### config.mk
export PLATFORM = sky130hd
export DESIGN_NAME = iir_hilbert_phase_splitter_unit
export DESIGN_NICKNAME = d
export VERILOG_FILES = /design/src/hps_pkg.sv /design/src/iir_hilbert_phase_splitter_unit.sv /design/src/hps_sequencer.sv /design/src/hps_datapath.sv
export SDC_FILE = /design/constraint.sdc
export NUM_CORES = 1
export LEC_CHECK = 0
export ABC_AREA = 1
export CAP_MARGIN = 20
export CORE_MARGIN = 3
export CORE_UTILIZATION = 66
export DETAILED_ROUTE_END_ITERATION = 16
export DONT_BUFFER_PORTS = 1
export GPL_ROUTABILITY_DRIVEN = 0
export PLACE_DENSITY = 0.82
export SYNTH_ARGS = -nofsm -noshare
export SYNTH_HDL_FRONTEND = slang
export SYNTH_SLANG_ARGS = --single-unit
### constraint.sdc
create_clock -name clk -period 11.35 [get_ports clk]
set_input_delay 2.27 -clock clk [delete_from_list [all_inputs] [get_ports clk]]
set_output_delay 2.27 -clock clk [all_outputs]
set_load 0.02 [all_outputs]
### src/hps_pkg.sv
`timescale 1ns / 1ps
// Shared types, control word layout and microprogram of the phase splitter.
package hps_pkg;

    localparam int STEP_COUNT = 5;
    localparam int STEP_BITS  = $clog2(STEP_COUNT);

    typedef logic [STEP_BITS-1:0] step_t;

    // step condition: stay on the step until it holds
    typedef enum logic [1:0] {
        COND_NONE,
        COND_IN,
        COND_OUT
    } cond_t;

    // minuend of the multiplier difference
    typedef enum logic [1:0] {
        OPA_Y2,
        OPA_W2,
        OPA_P2,
        OPA_Q2
    } opa_t;

    // subtrahend of the multiplier difference
    typedef enum logic [1:0] {
        OPB_X1,
        OPB_X,
        OPB_Y,
        OPB_P
    } opb_t;

    typedef enum logic [1:0] {
        COEF_FIRST_A,
        COEF_FIRST_B,
        COEF_SECOND_A,
        COEF_SECOND_B
    } coef_t;

    // term added to the rounded product
    typedef enum logic [1:0] {
        ADD_X3,
        ADD_X2,
        ADD_Y2,
        ADD_P2
    } addend_t;

    typedef enum logic [2:0] {
        DST_NONE,
        DST_Y,
        DST_P,
        DST_O1,
        DST_O2
    } dst_t;

    typedef enum logic {
        SAT_MID,
        SAT_SAMPLE
    } sat_t;

    typedef struct packed {
        cond_t   cond;
        step_t   next_step;
        logic    mul_en;
        opa_t    opa;
        opb_t    opb;
        coef_t   coef;
        dst_t    dst;
        addend_t addend;
        sat_t    sat;
        logic    commit;
    } ctrl_word_t;

    // Steps 1 to 3 finish the product of the step before and launch the next
    // multiply in the same cycle; step 0 only launches, step 4 only finishes.
    function automatic ctrl_word_t ucode(step_t s);
        ctrl_word_t w;
        w = '{cond: COND_NONE, next_step: '0, mul_en: 1'b0, opa: OPA_Y2, opb: OPB_X1,
              coef: COEF_FIRST_A, dst: DST_NONE, addend: ADD_X3, sat: SAT_MID,
              commit: 1'b0};
        case (s)
            step_t'(0):
            begin
                w.cond      = COND_IN;
                w.next_step = step_t'(1);
                w.mul_en    = 1'b1;
                w.opa       = OPA_Y2;
                w.opb       = OPB_X1;
                w.coef      = COEF_FIRST_A;
            end
            step_t'(1):
            begin
                w.next_step = step_t'(2);
                w.dst       = DST_Y;
                w.addend    = ADD_X3;
                w.sat       = SAT_MID;
                w.mul_en    = 1'b1;
                w.opa       = OPA_P2;
                w.opb       = OPB_X;
                w.coef      = COEF_SECOND_A;
            end
            step_t'(2):
            begin
                w.next_step = step_t'(3);
                w.dst       = DST_P;
                w.addend    = ADD_X2;
                w.sat       = SAT_MID;
                w.mul_en    = 1'b1;
                w.opa       = OPA_W2;
                w.opb       = OPB_Y;
                w.coef      = COEF_FIRST_B;
            end
            step_t'(3):
            begin
                w.next_step = step_t'(4);
                w.dst       = DST_O1;
                w.addend    = ADD_Y2;
                w.sat       = SAT_SAMPLE;
                w.mul_en    = 1'b1;
                w.opa       = OPA_Q2;
                w.opb       = OPB_P;
                w.coef      = COEF_SECOND_B;
            end
            step_t'(4):
            begin
                w.cond      = COND_OUT;
                w.next_step = step_t'(0);
                w.dst       = DST_O2;
                w.addend    = ADD_P2;
                w.sat       = SAT_SAMPLE;
                w.commit    = 1'b1;
            end
            default:
            begin
                w.next_step = step_t'(0);
            end
        endcase
        return w;
    endfunction

endpackage

### src/iir_hilbert_phase_splitter_unit.sv
`timescale 1ns / 1ps
// Top level of the IIR allpass Hilbert phase splitter.
//
// One signed sample enters on the s_axis channel and one result pair
// (two allpass branch outputs in quadrature) leaves on the m_axis channel.
// A five-step microprogram drives one shared multiplier: the four
// multiplies of a sample run back to back, each product is registered,
// then rounded, summed and saturated in the next step.
// The result enters the output register when the commit step fires.
// A new sample is taken only after the last one has passed all five steps,
// as the shared multiplier and the delay lines serve one sample at a time.
// s_axis_tready is high only on the first program step; the output register
// frees the datapath, so the next sample is taken while a result waits.
// If the receiver stalls with a result still held, the commit step waits.
// Reset clears the step counter, the output valid flag and all eleven
// delay registers to zero.
module iir_hilbert_phase_splitter_unit #(
    parameter int SAMPLE_WIDTH   = 16,
    parameter int COEF_FRAC_BITS = 15
) (
    input  logic                                     clk,
    input  logic                                     rst_n,
    input  logic                                     s_axis_tvalid,
    output logic                                     s_axis_tready,
    // [SAMPLE_WIDTH-1:0] sample_in, zero padded to bytes
    input  logic [((SAMPLE_WIDTH + 7) / 8) * 8 - 1:0]       s_axis_tdata,
    output logic                                     m_axis_tvalid,
    input  logic                                     m_axis_tready,
    // out_first, then out_second, zero padded to bytes
    output logic [((2 * SAMPLE_WIDTH + 7) / 8) * 8 - 1:0]   m_axis_tdata
);

    localparam int OUT_BYTES_W = ((2 * SAMPLE_WIDTH + 7) / 8) * 8;

    hps_pkg::ctrl_word_t ctrl;
    logic                fire;
    logic                out_free;
    logic                out_valid_reg;
    logic signed [SAMPLE_WIDTH-1:0] out_first_reg, out_second_reg;
    logic signed [SAMPLE_WIDTH-1:0] res_first, res_second;
    logic                commit;

    assign out_free = !out_valid_reg || m_axis_tready;

    hps_sequencer u_seq (
        .clk      (clk),
        .rst_n    (rst_n),
        .in_valid (s_axis_tvalid),
        .out_free (out_free),
        .ctrl     (ctrl),
        .fire     (fire)
    );

    hps_datapath #(
        .SAMPLE_WIDTH   (SAMPLE_WIDTH),
        .COEF_FRAC_BITS (COEF_FRAC_BITS)
    ) u_dp (
        .clk        (clk),
        .rst_n      (rst_n),
        .ctrl       (ctrl),
        .fire       (fire),
        .sample     (s_axis_tdata[SAMPLE_WIDTH-1:0]),
        .res_first  (res_first),
        .res_second (res_second)
    );

    assign s_axis_tready = (ctrl.cond == hps_pkg::COND_IN);
    assign commit        = fire && ctrl.commit;

    always_ff @(posedge clk or negedge rst_n)
    begin
        if (!rst_n)
            out_valid_reg <= 1'b0;
        else if (commit)
            out_valid_reg <= 1'b1;
        else if (m_axis_tready)
            out_valid_reg <= 1'b0;
    end

    always_ff @(posedge clk)
    begin
        if (commit)
        begin
            out_first_reg  <= res_first;
            out_second_reg <= res_second;
        end
    end

    assign m_axis_tvalid = out_valid_reg;
    assign m_axis_tdata  = OUT_BYTES_W'({out_second_reg, out_first_reg});

endmodule

### src/hps_sequencer.sv
`timescale 1ns / 1ps
// Step counter and control store of the phase splitter.
module hps_sequencer (
    input  logic               clk,
    input  logic               rst_n,
    input  logic               in_valid,
    input  logic               out_free,
    output hps_pkg::ctrl_word_t ctrl,
    output logic               fire
);

    hps_pkg::step_t step_reg;
    hps_pkg::step_t step_next;

    assign ctrl = hps_pkg::ucode(step_reg);

    always_comb
    begin
        case (ctrl.cond)
            hps_pkg::COND_IN:  fire = in_valid;
            hps_pkg::COND_OUT: fire = out_free;
            default:           fire = 1'b1;
        endcase
        step_next = fire ? ctrl.next_step : step_reg;
    end

    always_ff @(posedge clk or negedge rst_n)
    begin
        if (!rst_n)
            step_reg <= '0;
        else
            step_reg <= step_next;
    end

endmodule

### src/hps_datapath.sv
`timescale 1ns / 1ps
// Delay registers, shared multiplier, rounding and saturation of the phase splitter.
module hps_datapath #(
    parameter int SAMPLE_WIDTH   = 16,
    parameter int COEF_FRAC_BITS = 15
) (
    input  logic                           clk,
    input  logic                           rst_n,
    input  hps_pkg::ctrl_word_t            ctrl,
    input  logic                           fire,
    input  logic signed [SAMPLE_WIDTH-1:0] sample,
    output logic signed [SAMPLE_WIDTH-1:0] res_first,
    output logic signed [SAMPLE_WIDTH-1:0] res_second
);

    localparam int SW   = SAMPLE_WIDTH;
    localparam int MIDW = SAMPLE_WIDTH + 2;
    localparam int DW   = SAMPLE_WIDTH + 3;
    localparam int CW   = COEF_FRAC_BITS + 1;
    localparam int PW   = DW + CW + 1;
    localparam int RW   = PW - COEF_FRAC_BITS;
    localparam int SUMW = RW + 1;

    localparam longint C0 = ((longint'(94167) <<< COEF_FRAC_BITS) + 50000) / 100000;
    localparam longint C1 = ((longint'(53239) <<< COEF_FRAC_BITS) + 50000) / 100000;
    localparam longint C2 = ((longint'(186540) <<< COEF_FRAC_BITS) + 500000) / 1000000;
    localparam longint C3 = ((longint'(7902015) <<< COEF_FRAC_BITS) + 5000000) / 10000000;

    localparam logic [CW-1:0] COEF0 = CW'(C0);
    localparam logic [CW-1:0] COEF1 = CW'(C1);
    localparam logic [CW-1:0] COEF2 = CW'(C2);
    localparam logic [CW-1:0] COEF3 = CW'(C3);

    localparam logic signed [PW-1:0]   HALF   = PW'(longint'(1) <<< (COEF_FRAC_BITS - 1));
    localparam logic signed [SUMW-1:0] MID_HI = SUMW'((longint'(1) <<< (MIDW - 1)) - 1);
    localparam logic signed [SUMW-1:0] MID_LO = -MID_HI - SUMW'(1);
    localparam logic signed [SUMW-1:0] SMP_HI = SUMW'((longint'(1) <<< (SW - 1)) - 1);
    localparam logic signed [SUMW-1:0] SMP_LO = -SMP_HI - SUMW'(1);

    logic signed [SW-1:0]   x_reg, x1_reg, x2_reg, x3_reg;
    logic signed [MIDW-1:0] y1_reg, y2_reg, p1_reg, p2_reg;
    logic signed [SW-1:0]   w1_reg, w2_reg, q1_reg, q2_reg;
    logic signed [MIDW-1:0] y_reg, p_reg;
    logic signed [SW-1:0]   o1_reg;
    logic signed [PW-1:0]   prod_reg;

    logic signed [DW-1:0]   opa, opb, diff;
    logic [CW-1:0]          coef;
    logic signed [PW-1:0]   prod;
    logic signed [RW-1:0]   rnd;
    logic signed [SUMW-1:0] addend, sum, sat_val;
    logic signed [MIDW-1:0] fin;
    logic signed [SW-1:0]   fin_smp;
    logic                   accept_x;

    always_comb
    begin
        case (ctrl.opa)
            hps_pkg::OPA_Y2: opa = DW'(y2_reg);
            hps_pkg::OPA_W2: opa = DW'(w2_reg);
            hps_pkg::OPA_P2: opa = DW'(p2_reg);
            default:         opa = DW'(q2_reg);
        endcase
        // the newest sample sits in x_reg from the step after the accept step on
        case (ctrl.opb)
            hps_pkg::OPB_X1: opb = DW'(x1_reg);
            hps_pkg::OPB_X:  opb = DW'(x_reg);
            hps_pkg::OPB_Y:  opb = DW'(y_reg);
            default:         opb = DW'(p_reg);
        endcase
        case (ctrl.coef)
            hps_pkg::COEF_FIRST_A:  coef = COEF0;
            hps_pkg::COEF_FIRST_B:  coef = COEF1;
            hps_pkg::COEF_SECOND_A: coef = COEF2;
            default:                coef = COEF3;
        endcase
        case (ctrl.addend)
            hps_pkg::ADD_X3: addend = SUMW'(x3_reg);
            hps_pkg::ADD_X2: addend = SUMW'(x2_reg);
            hps_pkg::ADD_Y2: addend = SUMW'(y2_reg);
            default:         addend = SUMW'(p2_reg);
        endcase
    end

    assign diff = opa - opb;
    assign prod = PW'(diff) * PW'(signed'({1'b0, coef}));

    // round half up, then add the direct term and clamp
    assign rnd = RW'((prod_reg + HALF) >>> COEF_FRAC_BITS);
    assign sum = SUMW'(rnd) + addend;

    always_comb
    begin
        if (ctrl.sat == hps_pkg::SAT_MID)
            sat_val = (sum > MID_HI) ? MID_HI : ((sum < MID_LO) ? MID_LO : sum);
        else
            sat_val = (sum > SMP_HI) ? SMP_HI : ((sum < SMP_LO) ? SMP_LO : sum);
    end

    assign fin     = sat_val[MIDW-1:0];
    assign fin_smp = sat_val[SW-1:0];

    assign res_first  = o1_reg;
    assign res_second = fin_smp;

    assign accept_x = fire && (ctrl.cond == hps_pkg::COND_IN);

    always_ff @(posedge clk)
    begin
        if (accept_x)
            x_reg <= sample;
        if (fire && ctrl.mul_en)
            prod_reg <= prod;
        if (fire && ctrl.dst == hps_pkg::DST_Y)
            y_reg <= fin;
        if (fire && ctrl.dst == hps_pkg::DST_P)
            p_reg <= fin;
        if (fire && ctrl.dst == hps_pkg::DST_O1)
            o1_reg <= fin_smp;
    end

    always_ff @(posedge clk or negedge rst_n)
    begin
        if (!rst_n)
        begin
            x1_reg <= '0;
            x2_reg <= '0;
            x3_reg <= '0;
            y1_reg <= '0;
            y2_reg <= '0;
            w1_reg <= '0;
            w2_reg <= '0;
            p1_reg <= '0;
            p2_reg <= '0;
            q1_reg <= '0;
            q2_reg <= '0;
        end
        else if (fire && ctrl.commit)
        begin
            x3_reg <= x2_reg;
            x2_reg <= x1_reg;
            x1_reg <= x_reg;
            y2_reg <= y1_reg;
            y1_reg <= y_reg;
            w2_reg <= w1_reg;
            w1_reg <= o1_reg;
            p2_reg <= p1_reg;
            p1_reg <= p_reg;
            q2_reg <= q1_reg;
            q1_reg <= fin_smp;
        end
    end

endmodule

---- After elaboration in Yosys (flattened, before gate mapping) ----
Index checks and enable logic that the tools add are counted.
Widths: inputs -> output; s select.
cells by class
  equality and inequality tests ........... 17
  $mul .................................... 1
  magnitude comparators ................... 4
  add/subtract/negate cells ............... 3
  reduce and logical (&&, ||, !) cells .... 14
  mux-type cells .......................... 17
operator list
  operator                number
  $pmux 19 s3             2
  $mux 18                 5
  $pmux 22 s3             1
  $pmux 15 s3             1
  $add 36x16->36 const B  1
  $mul 19x16->35          1
  $pmux 7 s4              1
  $pmux 6 s4              1
  $add 21x22->22          1
  $gt 22x16->1 const B    1
  $gt 22x18->1 const B    1
  $lt 22x16->1 const B    1
  $lt 22x18->1 const B    1
  $sub 19x19->19          1
  $eq 3x2->1 const B      4
  $pmux 3 s4              1
  $eq 2x1->1 const B      5
  $eq 2x2->1 const B      5
  $logic_not 2->1         4
  $eq 3x1->1 const B      2
  $logic_and 1x1->1       6
  $pmux 2 s2              1
  $eq 3x3->1 const B      1
  $logic_not 3->1         1
  other kinds (5)         7
word-level totals
  output and inout bits ................... 34
  register bits after elaboration ......... 324
  input port bits ......................... 20

---- Logic depth before layout (Yosys ltp) ----
Gate-level depths: netlist (run 1).
  word-level depth ........................ 9
  mapped depth ............................ 52
  mapped depth without buffers ............ 51

---- Modules after synthesis ----
Synthesis (run 1) repeated with hierarchy kept, for this count alone.
unflattened totals
  cell total of the unflattened synthesis .. 2992
  area, all modules ....................... 25374.3 um^2
modules (own cells, without submodules)
  module                           times used  cells an instance  area each (um^2)
  hps_datapath                     1           2910               24063.1
  iir_hilbert_phase_splitter_unit  1           40                 1017.2
  hps_sequencer                    1           42                 294.0

---- Least setup slack after synthesis (run 1) ----
No wires, ideal clock.
  path type ............................... register to register
  start point ............................. register u_seq.step_reg[2]
  end point ............................... register u_dp.prod_reg[27] (data pin)
  setup slack ............................. 1.809 ns
  data arrival time ....................... 9.282 ns
  library setup time ...................... 0.259 ns
  stages on the path, launching flop included .. 42
  period minus slack after synthesis ...... 9.541 ns
  cell sequence ........................... dfrtp_1 > nor3_1 > inv_1 > nand2_1 > ha_1 > clkbuf_1 > inv_1 > clkbuf_1 > o21ai_0 > a221oi_1 > a21oi_1 > ha_1 > inv_1 > fa_1 > nand3_1 > nand2_1 > nand2_1 > nand2_1 > [6 not listed] > inv_1 > fa_1 > inv_1 > fa_1 > fa_1 > fa_1 > fa_1 > inv_1 > fa_1 > inv_1 > ha_1 > nand2_1 > inv_1 > a21oi_1 > inv_1 > a221oi_1 > nand2_1 > xor2_1
between the ends
  word-level cells in the longest chain between the ends .. 6
  elaborated cells on any way between the ends .. 19
  classes of those cells .................. add/sub (1); mul (1); eq/ne (9); mux (4); reduce/logical (4)
RTL lines
  what                                   line                                    text
  start, declared                        hps_sequencer.sv:12                     hps_pkg::step_t step_reg;
  start signal, assigned                 hps_sequencer.sv:32                     step_reg <= step_next;
  $eq 3x2->1 (tied with other cells)     hps_pkg.sv:81                           case (s)
  $pmux 7 s4 (*)                         hps_pkg.sv:81
  $eq 2x2->1 (tied with other cells)     hps_datapath.sv:58                      case (ctrl.opa)
  $pmux 19 s3, on equally long branches  hps_datapath.sv:58, hps_datapath.sv:65
  $sub 19x19->19                         hps_datapath.sv:85                      assign diff = opa - opb;
  $mul 19x16->35 (*)                     hps_datapath.sv:86                      assign prod = PW'(diff) * PW'(signed'({1'b0, coef}));
  net u_dp.prod[27]                      hps_datapath.sv:49                      logic signed [PW-1:0] prod;
  end signal, assigned                   hps_datapath.sv:113                     prod_reg <= prod;
  end, declared                          hps_datapath.sv:45                      logic signed [PW-1:0] prod_reg;
Mark *: on every way through the listed nets, which the timed path passes. The rest lies on a longest branch.
A chain may end at the register's enable or synchronous reset.

---- Worst setup path in the final report (run 1) ----
  start point ............................. register u_seq.step_reg[0]
  end point ............................... register u_dp.prod_reg[28] (data pin)
The elaborated chain is that of the path after synthesis.

==> results.md, run 1 <==
* Run status: completed
* Postcts setup bufs at 0
* Most frequent cells in the layout: nand2_1, inv_1, nor2_1, fa_1, dfrtp_1
* Synth Instances at around 3000
* WL/cell at ~20 µm
* CTS Root Cell: clkbuf_16
* Clk_skew at approximately 0.022 ns
* GRT Overall Usage at roughly a third
* Final setup fails at 0
* Slowest CP cell: fa_1
* First-pass GRT wire length at 112 mm
* DRT Pass-1 Iters at 7
* TritonCTS clock tree: yes
* Post-cts sizing count at 0
* Post-synth top area share at a little under a fifth
* Vias in the first global route at between 20000 and 25000
* Most common cell after layout, fill and taps aside: nand2_1
* CP Launch Type: register
* Die Area at between 0.04 and 0.05 mm²
* TNS Setup at 0 ns
* Post-synth EDFFs at roughly 120
* First DRT Iteration DRCs at between 2000 and 2500
* Via/cell ratio at ~6
* WL final at around 70 mm
* Fin nets at between 3000 and 4000
* Antenna viol nets, final at 0
* Area contributors post-synth: dfrtp_1, fa_1, edfxtp_1, nand2_1, ha_1
* Synth Area per Inst at about 8.3 µm²
* Number of top-level pins at 54
* Async S/R FF share, synth at approximately three fifths
* Worst-Skew Late Latency at 0.59 ns
* Hold depth at 0
* Clock-pin transition on the worst setup and hold timing paths at roughly 0.070 ns
* IO buf count at 0
* Area of the core at 0.0377 mm²
* Critical Path RT at 11.68 ns
* Main flop type after synthesis: dfrtp_1
* H-tree depth at 1
* CP max FO at 20
* F_max at about 0.10 GHz
* Syn. warnings at 0
* Area delta synth->final at 6.34%
* CTS max path bufs at 3
* Fin. Hold Viols at 0
* Layout cells sized above 1 at between 4 and 5%
* Netlist cell types at 54
* Net Count, Synth at approximately 3400
* # DRC at 0
* Via Count at between 20000 and 25000
* Post-DP HPWL at ~53 mm
* Post-synthesis register bit count at slightly above 300
* Max Transition Viols Final at 0
* Die Width at ~200 µm
* Tcrit/Tclk final at around 88%
* Cell mode on critical path: nand2_1
* TritonCTS sink count at approximately 310
* CTS Hold Bufs at 0
* Initial Utilization at ~67%
* Slew headroom at a little over a quarter
* Worst-Margin Slew at roughly 1.1 ns
* GR Overflow Total at 0
* Hold_sp: u_dp.res_first[13]
* Worst Reg-to-Reg Cells at 40
* RSZ-0062 raised after global routing: no
* Max reg flops at 21
* R2R Path Start: u_seq.step_reg[0]
* Crit path arrival time at about 10 ns
* FF-to-FF setup slack at between 1 and 1.5 ns
* Min Clock Period, post-route at 10.02 ns
* Initial antenna violation count at 2
* Area of the mapped netlist at 0.0252 mm²
* Largest net degree at the start of global routing at 214
* Cts bufs inserted at 31
* Row cnt at between 70 and 80
* Sink of the worst hold path: out_first_reg[13]
* CP max stage delay at 0.63 ns
* Seq/Total Area, Yosys at approximately a third
* Die span in y at 202 µm
* Synth area leader: dfrtp_1
* Class of the worst hold path: reg -> reg
* Critical Path End Type: register
* Max cap viols at 0
* RR Endpoint: u_dp.prod_reg[28]
* Critical path class: reg -> reg
-- cell families (layout without fill, tap and decap cells) --
kind of cell,Yosys count,count (layout),share of synthesized area (%)
AND/OR/NAND/NOR,1260,1260,20.2
adder cells (fa/ha/maj),403,403,26.4
AO/OA/AOI/OAI,332,332,7.71
XOR/XNOR,89,89,3.09
buffers and inverters,632,626,9.55
other,0,2,0
flip-flops,309,309,33.0
-- per-layer routing --
layer	GRT usage (%)	share of wire (%)	vias up
met1	43.7	36	9871
met2	56.4	46	1332
met5	0	0	-
li1	-	-	9323
met3	6.23	9.9	373
met4	22.5	8.2	0
-- per-stage QoR --
step                util [%]  instances  worst slack [ns]  cell area [µm²]  hold slack, ns
floorplan                  -       3025              1.81            25200           0.427
global placement        68.3       3470              1.98            25700           0.434
detailed placement      68.3       3470              1.69            25700           0.435
CTS                     71.2       3528              1.66            26800           0.449
global route            71.3       3531             0.995            26800           0.454
finish                  71.3       3532              1.33            26900           0.449
-- critical path: cells and delay by family (launching register included) --
kind	cells	cell delay, ns
compound gates	9	1.61
flops	1	0.41
fa+ha+maj	9	3.94
xor+xnor	2	0.74
buf+inv	10	2.05
simple gates	10	0.99
-- how the worst max path moves through the flow --
stage / from / end / slack, ns / cells past startpoint
floorplan: u_seq.step_reg[2] / u_dp.prod_reg[27] / 1.81 / 41
global placement: u_seq.step_reg[2] / u_dp.prod_reg[28] / 1.98 / 45
detailed placement: u_seq.step_reg[0] / u_dp.prod_reg[28] / 1.69 / 40
CTS: u_seq.step_reg[2] / u_dp.prod_reg[28] / 1.66 / 44
global route: u_seq.step_reg[0] / u_dp.prod_reg[33] / 0.99 / 42
finish: u_seq.step_reg[0] / u_dp.prod_reg[28] / 1.33 / 40
-- synth_stat cells, types with 3 or more instances --
library cell,count
xnor2_1,28
or2_2,6
nand3_1,57
inv_1,534
a41oi_1,11
nand2_2,23
xor2_1,61
o22ai_1,22
nand3_2,3
inv_2,10
o21ai_1,4
a21oi_1,90
nor3_1,13
and2_1,16
o21bai_1,25
fa_1,217
dfrtp_1,188
buf_1,6
nand2_1,848
buf_2,13
nor2_1,255
edfxtp_1,121
o21a_1,8
nor2_2,9
a21o_1,8
a221oi_1,8
a31oi_1,21
o221ai_1,3
ha_1,186
nand4_1,17
clkbuf_1,64
o21ai_0,121
-- area by class of cell --
class / count / area [µm²]
antenna: 2 / 5.00
clock buffer: 38 / 802
clock inverter: 20 / 278
fill: 2836 / 10800
inverter: 546 / 2050
multi-input combinational: 2084 / 14500
sequential: 309 / 8340
tap: 511 / 639
timing repair buffer: 22 / 205
Power of run 1 is left out: the tool's default activity adds up to more than one toggle a clock period on the data nets, which glitch-free logic cannot reach.
==> run 2, diff against run 1 <==
--- a/config.mk
+++ b/config.mk
@@ -8,11 +8,11 @@
 export ABC_AREA = 1
 export CAP_MARGIN = 20
 export CORE_MARGIN = 3
-export CORE_UTILIZATION = 66
+export CORE_UTILIZATION = 55
 export DETAILED_ROUTE_END_ITERATION = 16
 export DONT_BUFFER_PORTS = 1
 export GPL_ROUTABILITY_DRIVEN = 0
-export PLACE_DENSITY = 0.82
+export PLACE_DENSITY = 0.7
 export SYNTH_ARGS = -nofsm -noshare
 export SYNTH_HDL_FRONTEND = slang
 export SYNTH_SLANG_ARGS = --single-unit
==> results.md, run 2 (synthesis gave the netlist of run 1 again) <==
* Run status: completed
* Clock-pin transition on the worst setup and hold timing paths at 0.07 ns
* Crit path arrival time at 10.45 ns
* Fin nets at about 3400
* Post-cts sizing count at 0
* Fillers at a little under 4000
* Critical path class: reg -> reg
* Initial Utilization at about 56%
* Crit path buf inv count at 9
* CP max stage delay at 0.71 ns
* Critical Path RT at between 10 and 15 ns
* Slew headroom at between 20% and 30%
* TritonCTS sink count at between 300 and 400
* H-tree depth at 1
* Die span in y at 220 µm
* CP Launch Type: register
* First-pass GRT wire length at ~110 mm
* Via Count at between 20000 and 25000
* Top Usage Layer GRT: met2
* Tcrit/Tclk final at between 80% and 90%
* GRT Overall Usage at 29.4%
* Worst-Skew Late Latency at approximately 0.59 ns
* Most common cell after layout, fill and taps aside: nand2_1
* First DRT Iteration DRCs at 2407
* CTS Hold Bufs at 0
* Max cap viols at 0
* Row cnt at 77
* Slowest CP cell: inv_1
* Max reg flops at 21
* Final setup fails at 0
* Final core occ at 59.8%
* Area delta synth->final at 6.18%
* Cell mode on critical path: nand2_1
* RSZ-0062 raised after global routing: no
* Via/cell ratio at 5.60
* Register area at around 0.0083 mm²
* Met1 Use GR at 40.3%
* CTS max path bufs at 3
* Cts bufs inserted at 30
* Antenna viol nets, final at 0
* GR Overflow Total at 0
* WL/cell at roughly 19 µm
* # DRC at 0
* Fin. Hold Viols at 0
* CP max FO at 31
* Critical Path End Type: register
* Most frequent cells in the layout: nand2_1, inv_1, nor2_1, fa_1, dfrtp_1
* TNS Setup at 0 ns
* Die Width at 220 µm
* IO buf count at 0
* Clk_skew at 0.0317 ns
* Number of top-level pins at 54
* CTS Root Cell: clkbuf_16
* Initial antenna violation count at 2
* Met2 Use GR at a little under half
* Post-DP HPWL at 54.1 mm
* Area of the core at between 0.04 and 0.05 mm²
* F_max at 0.0987 GHz
* Max Transition Viols Final at 0
* Grt met3 use at 5.56%
* Postcts setup bufs at 0
* Area of the multi-input gates at between 0.01 and 0.015 mm²
* TritonCTS clock tree: yes
* Layout cells sized above 1 at under 10%
* Worst-Margin Slew at around 1.1 ns
* DRT Pass-1 Iters at 8
* WL final at 69.9 mm
* Class of the worst hold path: reg -> reg
* Min Clock Period, post-route at a little over 10 ns
* Largest net degree at the start of global routing at 214
* Cell class contributing the biggest share of worst-path delay: adder cells
* Die Area at 0.0485 mm²
* Vias in the first global route at around 20000
==> run 2: cell count changes in the layout (fill, tap and decap cells not counted), sizes merged <==
| cell | before | now |
|---|---|---|
| buf | 22 | 23 |
| bufinv | 6 | 0 |
| inv | 548 | 547 |
| diode | 2 | 1 |
| clkbuf | 38 | 39 |
| clkinv | 12 | 16 |
==> run 2: final timing paths <==
kind                       slack [ns]  depth (start not counted)               from           endpoint
setup reg to reg                 1.22                         41  u_seq.step_reg[2]  u_dp.prod_reg[29]
max in group asynchronous        9.61                          0              rst_n  u_seq.step_reg[2]
hold / removal                   0.44                          0  u_dp.res_first[2]   out_first_reg[2]
hold reg to reg                  0.44                          0  u_dp.res_first[2]   out_first_reg[2]
min in group asynchronous        1.38                          0              rst_n     u_dp.p2_reg[4]
setup / recovery                 1.22                         41  u_seq.step_reg[2]  u_dp.prod_reg[29]
==> run 2: worst reg2reg max path, delay by kind of cell (launching register included) <==
kind	cells	cell delay, ns
adder cells (fa/ha/maj)	9	3.82
buffers and inverters	9	1.55
flip-flops	1	0.44
AO/OA/AOI/OAI	10	2.18
XOR/XNOR	2	0.71
AND/OR/NAND/NOR	11	1.20
==> run 2: routing by layer <==
| metal | part of all wire, % | routed length [µm] | up-vias |
|---|---|---|---|
| met4 | 3.9 | 2740 | 2 |
| met1 | 41 | 28600 | 9825 |
| met3 | 8.8 | 6160 | 150 |
| li1 | - | - | 9315 |
| met2 | 46 | 32400 | 930 |
| met5 | 0.024 | 17 | - |
==> run 2: stage by stage <==
stage | cell area [µm²] | setup slack [ns] | hold WS [ns] | std cells
floorplan | 25200 | 1.81 | 0.427 | 3025
global placement | 25800 | 1.70 | 0.431 | 3553
detailed placement | 25800 | 1.50 | 0.435 | 3553
CTS | 26800 | 1.48 | 0.435 | 3609
global route | 26800 | 0.555 | 0.456 | 3611
finish | 26800 | 1.22 | 0.442 | 3611
==> run 2: final cells by class <==
class	count	share of cell area [%]
flip-flops and latches	309	31.1
inverters	546	7.65
diodes	1	0.00933
clock buffers	39	3.08
repair buffers	23	0.765
well taps	592	2.76
multi-input cells	2084	54.2
clock inverters	17	0.434
Power of run 2 is left out for the same reason.
